==> src/rtl/core/mmrr_pkg.sv <==
// Package with shared constants, codes and control types of the missing-row removal block.
package mmrr_pkg;

  localparam int unsigned MAX_ROWS = 256;
  localparam int unsigned MAX_COLS = 16;

  localparam int unsigned ROW_W   = $clog2(MAX_ROWS);
  localparam int unsigned COL_W   = $clog2(MAX_COLS);
  localparam int unsigned DEPTH   = MAX_ROWS * MAX_COLS;
  localparam int unsigned ADDR_W  = $clog2(DEPTH);
  localparam int unsigned ROWS_W  = 9;
  localparam int unsigned COLS_W  = 5;
  localparam int unsigned VALUE_W = 64;
  localparam int unsigned CFG_W   = 9;
  localparam int unsigned CFG_IDX_W = 2;
  localparam int unsigned OUT_TDATA_W = 80;

  localparam logic [CFG_IDX_W-1:0] CFG_ROW_COUNT    = 2'd0;
  localparam logic [CFG_IDX_W-1:0] CFG_COLUMN_COUNT = 2'd1;
  localparam logic [CFG_IDX_W-1:0] CFG_ELEM_IS_INT  = 2'd2;

  localparam logic OP_LOAD = 1'b0;
  localparam logic OP_READ = 1'b1;

  typedef enum logic [2:0] {
    ST_LOAD,
    ST_EMIT,
    ST_SEEK,
    ST_SCAN,
    ST_RESP_ZERO,
    ST_RESP_EMPTY,
    ST_RESP_DATA
  } ctl_state_e;

  typedef enum logic [1:0] {
    OUT_ZERO,
    OUT_EMPTY,
    OUT_DATA
  } out_kind_e;

  typedef struct packed {
    logic      load_en;
    logic      load_restart;
    logic      fetch_en;
    logic      scan_en;
    logic      out_en;
    out_kind_e out_kind;
  } ctl_cmd_t;

  typedef struct packed {
    logic load_last;
    logic cur_kept;
    logic at_end;
    logic kept_zero;
    logic slot_free;
    logic cfg_hit;
  } ctl_status_t;

endpackage

==> src/rtl/core/mmrr_ctrl.sv <==
// Controller state machine that sequences loads, row scans and result delivery.
module mmrr_ctrl (
  input  logic                 clk_i,
  input  logic                 rst_ni,
  input  logic                 in_valid_i,
  input  logic                 in_opcode_i,
  output logic                 in_ready_o,
  input  mmrr_pkg::ctl_status_t status_i,
  output mmrr_pkg::ctl_cmd_t    cmd_o
);
  import mmrr_pkg::*;

  ctl_state_e state_q, state_d;
  logic       in_acc;

  always_ff @(posedge clk_i or negedge rst_ni) begin
    if (!rst_ni) begin
      state_q <= ST_LOAD;
    end else begin
      state_q <= state_d;
    end
  end

  assign in_acc = in_valid_i && in_ready_o;

  always_comb begin
    state_d          = state_q;
    in_ready_o       = 1'b0;
    cmd_o            = '0;
    cmd_o.out_kind   = OUT_ZERO;
    unique case (state_q)
      ST_LOAD: begin
        in_ready_o = 1'b1;
        if (in_acc) begin
          if (in_opcode_i == OP_LOAD) begin
            cmd_o.load_en = 1'b1;
            state_d = status_i.load_last ? ST_SEEK : ST_LOAD;
          end else begin
            state_d = ST_RESP_ZERO;
          end
        end
      end
      ST_EMIT: begin
        in_ready_o         = 1'b1;
        cmd_o.load_restart = 1'b1;
        if (in_acc) begin
          if (in_opcode_i == OP_LOAD) begin
            cmd_o.load_en = 1'b1;
            state_d = status_i.load_last ? ST_SEEK : ST_LOAD;
          end else if (status_i.kept_zero) begin
            state_d = ST_RESP_EMPTY;
          end else begin
            cmd_o.fetch_en = 1'b1;
            state_d = ST_SCAN;
          end
        end
      end
      ST_SEEK: begin
        if (status_i.kept_zero || status_i.at_end || status_i.cur_kept) begin
          state_d = ST_EMIT;
        end else begin
          cmd_o.scan_en = 1'b1;
        end
      end
      ST_SCAN: begin
        if (status_i.at_end || status_i.cur_kept) begin
          state_d = ST_RESP_DATA;
        end else begin
          cmd_o.scan_en = 1'b1;
        end
      end
      ST_RESP_ZERO: begin
        if (status_i.slot_free) begin
          cmd_o.out_en   = 1'b1;
          cmd_o.out_kind = OUT_ZERO;
          state_d = ST_LOAD;
        end
      end
      ST_RESP_EMPTY: begin
        if (status_i.slot_free) begin
          cmd_o.out_en   = 1'b1;
          cmd_o.out_kind = OUT_EMPTY;
          state_d = ST_LOAD;
        end
      end
      ST_RESP_DATA: begin
        if (status_i.slot_free) begin
          cmd_o.out_en   = 1'b1;
          cmd_o.out_kind = OUT_DATA;
          state_d = status_i.at_end ? ST_LOAD : ST_EMIT;
        end
      end
      default: begin
        state_d = ST_LOAD;
      end
    endcase
    // Configuration writes must arrive only while idle (not enforced by the block); they abandon any load or emission.
    if (status_i.cfg_hit) begin
      state_d = ST_LOAD;
    end
  end

endmodule

==> config.mk <==
export PLATFORM = sky130hd
export DESIGN_NAME = mmrr_ctrl
export DESIGN_NICKNAME = d
export VERILOG_FILES = /design/src/rtl/core/mmrr_pkg.sv /design/src/rtl/core/mmrr_ctrl.sv
export SDC_FILE = /design/constraint.sdc
export NUM_CORES = 1
export LEC_CHECK = 0
export ABC_AREA = 1
export BUFFER_PORTS_ARGS = -buffer_cell sky130_fd_sc_hd__clkbuf_2
export CAP_MARGIN = 20
export CELL_PAD_IN_SITES_DETAIL_PLACEMENT = 0
export CELL_PAD_IN_SITES_GLOBAL_PLACEMENT = 1
export CORE_MARGIN = 10
export CORE_UTILIZATION = 22
export CTS_CLUSTER_SIZE = 12
export DETAILED_ROUTE_END_ITERATION = 8
export PLACE_DENSITY_LB_ADDON = 0.3
export SYNTH_ARGS = -nofsm -noshare
export SYNTH_HDL_FRONTEND = slang
export SYNTH_SLANG_ARGS = --single-unit
==> constraint.sdc <==
create_clock -name clk_i -period 1.08 [get_ports clk_i]
set_input_delay 0.054 -clock clk_i [delete_from_list [all_inputs] [get_ports clk_i]]
set_output_delay 0.054 -clock clk_i [all_outputs]
set_load 0.01 [all_outputs]
==> results of run 1 <==
routing by layer:
metal  up-vias  global-route usage
met2        14               0.120
met4         0              0.0721
met1       232              0.0700
li1        268                   -
met5         -                   0
met3         5              0.0300
critical path, delay by kind of cell (launching register included):
| family | cells | cell delay [ns] |
|---|---|---|
| and+or+nand+nor | 1 | 0.33 |
| buffers and inverters | 1 | 0.19 |
| DFF | 1 | 0.48 |
area by class of cell:
type,count,share of cell area
Sequential cell,3,0.119
Inverter,11,0.0632
Tap cell,15,0.0287
Multi-Input combinational cell,46,0.383
Clock buffer,4,0.0402
Timing Repair Buffer,32,0.366
per-stage QoR:
| stage | area, µm² | TNS (ns) | utilization |
|---|---|---|---|
| 2_1_floorplan | 359 | 0 | - |
| 3_3_place_gp | 504 | -0.224 | 0.369 |
| 3_5_place_dp | 504 | -0.319 | 0.369 |
| 4_1_cts | 633 | -1.34 | 0.463 |
| 5_1_grt | 653 | -2.20 | 0.478 |
| 6_report | 653 | -1.57 | 0.478 |
final timing paths:
kind	start	endpoint	slack, ns	cells past startpoint
max	state_q[2]$_DFFE_PN0P_	cmd_o[6]	-0.22	2
min	rst_ni	state_q[2]$_DFFE_PN0P_	0.14	2
max reg2reg	state_q[2]$_DFFE_PN0P_	state_q[1]$_DFFE_PN0P_	-0.15	7
min reg2reg	state_q[0]$_DFFE_PN0P_	state_q[0]$_DFFE_PN0P_	0.73	3
max in group asynchronous	rst_ni	state_q[1]$_DFFE_PN0P_	0.82	2
min in group clk_i	status_i[0]	state_q[2]$_DFFE_PN0P_	0.15	4
cells in the final DEF (no fill, tap or decap):
cell type,netlist,layout
nand4_1,1,1
buf_8,0,1
nand3_1,17,14
nand2_2,0,1
nor3_4,0,1
nor2_4,0,2
nand2_1,16,15
buf_6,0,7
dfrtp_2,0,2
nor4_1,1,1
inv_2,1,3
buf_4,2,8
clkbuf_4,0,3
buf_2,0,2
clkbuf_2,0,13
nor3_2,0,1
clkbuf_1,0,1
nor2_1,9,7
inv_1,10,8
dlygate4sd3_1,0,1
dfrtp_1,3,1
nand3_2,0,3
kinds of logic (layout without fill, tap and decap cells):
family                 after synthesis  in the layout  synth area share
and+or+nand+nor                     46             46             0.605
buffers and inverters               13             47             0.169
DFF                                  3              3             0.226
power by group through the flow:
stage | Combinational [mW] | Sequential [mW] | Clock (mW)
finish | 0.269 | 0.147 | 0.209
global route | 0.293 | 0.148 | 0.223
CTS | 0.246 | 0.146 | 0.207
detailed placement | 0.185 | 0.147 | 0
global placement | 0.186 | 0.146 | 0
floorplan | 0.119 | 0.135 | 0
repair_timing:
action	CTS	global route
setup buffers	6	1
setup endpoints to repair	11	11
resized for setup	12	8
hold buffers	1	0
pin swaps	5	2
endpoints found under the hold margin	3	0
cloned	0	0
==> results.py, run 1 <==
metrics = {
    "pwr": {
        "p_leak_nw": 0.379,
        "power.ir.vdd_worst_mv": 0.512,
        "switching_share": 0.350,
        "total_power_mw": 0.625,
        "pwr-share-clk": 0.334,
        "power_density_nw_per_um2": 957,
        "share_seq_of_total_power": 0.235,
        "switchingPower_mw": 0.219,
        "internal_power_mw": 0.406,
        "power.share.combinational": 0.431,
    },
    "global_route": {
        "grtUsageTotal": 0.0747,
        "grt_first_pass_wirelength_mm": 2.01,
        "first_global_vias": 508,
        "grt_antenna_before_repair": 0,
        "largest_net_degree_at_the_start_of_global_routing": 8,
        "grt_overflow_total": 0,
    },
    "drt": {
        "ant_nets": 0,
        "detail_route.drc_violations": 0,
        "avgRoutedWirePerCell_um": 12.0,
        "dr.first_iter.drc_count": 4,
        "top_layer_used": "met4",
        "route.detailed.vias_per_inst": 4.68,
        "num_vias": 519,
        "detailroute.wirelength.met3_um": 79,
        "met2RoutedLength_um": 667,
        "total_length_of_routed_wires_mm": 1.33,
        "first_pass_iters": 4,
        "drt-met1-wl_um": 534,
    },
    "timing": {
        "post-route-min-period_ns": 1.30,
        "finalHoldViolCount": 0,
        "worst_slew_pin_slew_ns": 0.265,
        "number_of_slew_limit_violations_in_the_final_report": 0,
        "fin_skew_ns": 0.00347,
        "timing.slew.headroom": 0.821,
        "count_of_endpoints_failing_setup_in_the_final_report": 11,
        "final_worst_setup_slack_ns": -0.217,
        "worst_hold_slack_ns": 0.138,
        "rsz0062_at_grt": "true",
        "min_period_over_period": 1.20,
        "max_clock_freq_mhz": 771,
    },
    "clocking": {
        "cts_tree": "done",
        "ctsLongestPathBuffers": 2,
        "cts_root_buf": "clkbuf_4",
        "worst_setup_hold_path_clk_slew_ns": 0.04,
        "clock_latency_ns": 0.25,
        "htreeDepth": 1,
        "numClockSinks": 3,
        "tritoncts.num_buffers": 3,
    },
    "run_status": {
        "status": "finished with violations",
        "violations": "negative setup slack",
    },
    "cells_and_area": {
        "stdcell_count": 111,
        "largest_reg_flops": 3,
        "seq_area_um2": 77.6,
        "antenna_cells_inserted": 0,
        "nNetsFinal": 107,
        "multi_input_area_um2": 250,
        "regMostFlops": "state_q",
        "area.growth.synth_to_final_pct": 96.2,
        "biggestRegsByFlops": "state_q (3)",
        "nFillCells": 157,
        "final_layout_size_suffix_gt1_frac": 0.490,
    },
    "synthesis": {
        "synthMostInstantiatedCell": "nand3_1",
        "ys_ff_latch": 3,
        "post_synth_inst_count": 62,
        "number_of_enable_flip_flop_cells_after_synthesis": 0,
        "synth_common_cells": "nand3_1, nand2_1, inv_1, nor2_1, dfrtp_1",
        "synth.yosys.warnings": 0,
        "synth_largest_type_area_fraction": 0.256,
        "seq_area_frac_synth": 0.226,
        "synth_area_per_cell_um2": 5.37,
        "synth-async-reset-ratio": 1.00,
        "synthesis.area_um2": 333,
        "post_synth_main_area_contributors": "nand3_1, dfrtp_1, nand2_1",
        "postSynth.topFlopCell": "dfrtp_1",
        "yosys.area.top_type": "nand3_1",
        "mappedNetlistNets": 72,
        "synth.lib_cells_used.distinct": 10,
    },
    "placed_design": {
        "dp.cells": 100,
        "place_hpwl_um": 990,
        "post-place-ws_ns": -0.0972,
        "finalWeightedCongestion": 0.761,
        "portBuffers": 17,
    },
    "worst_setup_path": {
        "nature_of_the_critical_path_startpoint": "register",
        "path_max_fanout": 7,
        "critPathMaxStageDelay_ns": 0.48,
        "worst_setup_path_end_kind": "output port",
        "worst_ep_required_time_ns": 1.03,
        "crit_chain": "nor4_1, clkbuf_2",
        "worst-setup-path-type": "register to output port",
        "worst-endpoint-arrival_ns": 1.24,
        "critical-path-slowest-cell": "dfrtp_2",
    },
    "floorplanning": {
        "site_row_count": 13,
        "die-width_um": 58.9,
        "die-area_um2": 3470,
        "design.core.area_um2": 1370,
        "dieHeight_um": 58.9,
        "start_util": 0.244,
        "top_level_ports": 18,
    },
    "flow_run": {
        "drv.max_cap_violation_count": 0,
    },
    "hold_path": {
        "worstHoldPathType": "primary input to asynchronous set/reset pin",
    },
}
Note: power is estimated with default switching activity, not from simulation.
==> run 2, diff against run 1 <==
--- a/config.mk
+++ b/config.mk
@@ -12,6 +12,7 @@
 export CELL_PAD_IN_SITES_GLOBAL_PLACEMENT = 1
 export CORE_MARGIN = 10
 export CORE_UTILIZATION = 22
+export CTS_BUF_LIST = sky130_fd_sc_hd__clkbuf_4 sky130_fd_sc_hd__clkbuf_8 sky130_fd_sc_hd__clkbuf_16
 export CTS_CLUSTER_SIZE = 12
 export DETAILED_ROUTE_END_ITERATION = 8
 export PLACE_DENSITY_LB_ADDON = 0.3
==> results.py, run 2 (synthesis results as in run 1) <==
metrics = {
    "floorplanning": {
        "die-area_um2": 3470,
        "dieHeight_um": 58.9,
        "die-width_um": 58.9,
        "top_level_ports": 18,
        "design.core.area_um2": 1370,
        "site_row_count": 13,
        "start_util": 0.244,
    },
    "timing": {
        "fin_skew_ns": 0.00469,
        "number_of_slew_limit_violations_in_the_final_report": 0,
        "max_clock_freq_mhz": 780,
        "timing.slew.headroom": 0.823,
        "post-route-min-period_ns": 1.28,
        "finalHoldViolCount": 0,
        "min_period_over_period": 1.19,
        "rsz0062_at_grt": "true",
        "count_of_endpoints_failing_setup_in_the_final_report": 11,
        "final_worst_setup_slack_ns": -0.203,
        "worst_slew_pin_slew_ns": 0.263,
    },
    "worst_setup_path": {
        "critPathMaxStageDelay_ns": 0.47,
        "worstSetupEndpoint": "cmd_o[6]",
        "ff2ff_path_depth": 7,
        "cp-startpoint": "state_q[2]$_DFFE_PN0P_",
        "worst_setup_path_end_kind": "output port",
        "worstReg2RegEnd": "state_q[1]$_DFFE_PN0P_",
        "nature_of_the_critical_path_startpoint": "register",
        "cp.buffers_inverters": 1,
        "cpLargestDelayFamily": "flip-flops",
        "crit_chain": "nor4_1, clkbuf_2",
        "path_max_fanout": 7,
        "worst-endpoint-arrival_ns": 1.23,
        "reg_to_reg_setup_timing_slack_ns": -0.14,
        "critical-path-slowest-cell": "dfrtp_2",
        "worst_ep_required_time_ns": 1.03,
        "timing.critical_path.depth": 2,
        "timing.rr.start": "state_q[1]$_DFFE_PN0P_",
        "worst-setup-path-type": "register to output port",
    },
    "run_status": {
        "status": "finished with violations",
        "violations": "negative setup slack",
    },
    "drt": {
        "ant_nets": 0,
        "route.detailed.vias_per_inst": 4.77,
        "dr.first_iter.drc_count": 11,
        "detail_route.drc_violations": 0,
        "total_length_of_routed_wires_mm": 1.32,
        "avgRoutedWirePerCell_um": 11.9,
        "first_pass_iters": 6,
        "num_vias": 529,
    },
    "clocking": {
        "worst_setup_hold_path_clk_slew_ns": 0.04,
        "htreeDepth": 1,
        "tritoncts.num_buffers": 3,
        "cts_tree": "done",
        "ctsLongestPathBuffers": 2,
        "clock_latency_ns": 0.24,
        "numClockSinks": 3,
        "cts_root_buf": "clkbuf_4",
    },
    "cells_and_area": {
        "nNetsFinal": 107,
        "final_core_utilization": 0.469,
        "stdcell_count": 111,
        "biggestRegsByFlops": "state_q (3)",
        "mostFrequentLayoutCells": "nand2_1, nand3_1, clkbuf_2, buf_4, inv_1",
        "area.growth.synth_to_final_pct": 92.5,
        "antenna_cells_inserted": 0,
        "regMostFlops": "state_q",
        "largest_reg_flops": 3,
        "final_layout_size_suffix_gt1_frac": 0.490,
    },
    "pwr": {
        "switching_share": 0.334,
        "pwr-share-clk": 0.364,
        "share_seq_of_total_power": 0.232,
        "p_leak_nw": 0.377,
        "switchingPower_mw": 0.210,
        "internal_power_mw": 0.419,
        "power_density_nw_per_um2": 982,
        "power.share.combinational": 0.404,
        "power.ir.vdd_worst_mv": 0.491,
        "total_power_mw": 0.629,
    },
    "flow_run": {
        "drv.max_cap_violation_count": 0,
    },
    "placed_design": {
        "dp.cells": 100,
        "portBuffers": 17,
        "finalWeightedCongestion": 0.761,
        "place_hpwl_um": 990,
    },
    "global_route": {
        "grt_first_pass_wirelength_mm": 2.02,
        "grtUsageTotal": 0.0751,
        "grt_overflow_total": 0,
        "largest_net_degree_at_the_start_of_global_routing": 8,
        "first_global_vias": 503,
        "grt_antenna_before_repair": 0,
    },
    "hold_path": {
        "worstHoldPathType": "primary input to asynchronous set/reset pin",
    },
}
run 2: changes by cell type in the layout (fill, tap and decap cells not counted):
cell      change
buf_4         +3
buf_6         -3
clkbuf_1      -1
clkbuf_4      +1
nand3_1       +1
nand3_2       -1
run 2: cell type report:
class / count / area [µm²]
well taps: 15 / 18.8
repair buffers: 32 / 228
multi-input cells: 46 / 245
clock buffers: 4 / 30.0
flip-flops and latches: 3 / 77.6
fillers: 163 / 726
inverters: 11 / 41.3
run 2: power groups by stage:
stage | Clock (mW) | Combinational (mW) | Sequential (mW)
3_3_place_gp | 0 | 0.186 | 0.146
2_1_floorplan | 0 | 0.119 | 0.135
6_report | 0.229 | 0.254 | 0.146
4_1_cts | 0.233 | 0.234 | 0.145
3_5_place_dp | 0 | 0.185 | 0.147
5_1_grt | 0.247 | 0.277 | 0.147
run 2: layer usage:
metal  part of all wire  vias to the layer above  track usage
li1                   -                      264            -
met1               0.40                      243       0.0712
met2               0.51                       18        0.122
met3              0.062                        4       0.0300
met4              0.027                        0       0.0689
met5                  0                        -            0
run 2: worst min path at each step:
stage / cells past startpoint / to / from / slack [ns]
floorplan: 0 / state_q[0]$_DFFE_PN0P_ / rst_ni / -0.24
global placement: 1 / state_q[2]$_DFFE_PN0P_ / rst_ni / -0.15
detailed placement: 1 / state_q[2]$_DFFE_PN0P_ / rst_ni / -0.14
CTS: 2 / state_q[2]$_DFFE_PN0P_ / rst_ni / 0.15
global route: 2 / state_q[0]$_DFFE_PN0P_ / rst_ni / 0.15
finish: 2 / state_q[2]$_DFFE_PN0P_ / rst_ni / 0.15
run 2: repair_timing:
| action | CTS | global route |
|---|---|---|
| setup endpoints to repair | 11 | 11 |
| resized for setup | 8 | 8 |
| hold buffers | 1 | 0 |
| endpoints found under the hold margin | 3 | 0 |
| pin swaps | 4 | 2 |
| buffers inserted | 6 | 1 |
run 2: stage by stage:
| step | instance area [µm²] | setup slack (ns) | hold slack (ns) | TNS [ns] |
|---|---|---|---|---|
| 5_1_grt | 641 | -0.288 | 0.148 | -2.15 |
| 2_1_floorplan | 359 | 0.00308 | -0.242 | 0 |
| 3_3_place_gp | 504 | -0.0732 | -0.147 | -0.224 |
| 3_5_place_dp | 504 | -0.0972 | -0.144 | -0.319 |
| 6_report | 641 | -0.203 | 0.145 | -1.39 |
| 4_1_cts | 619 | -0.163 | 0.145 | -1.35 |
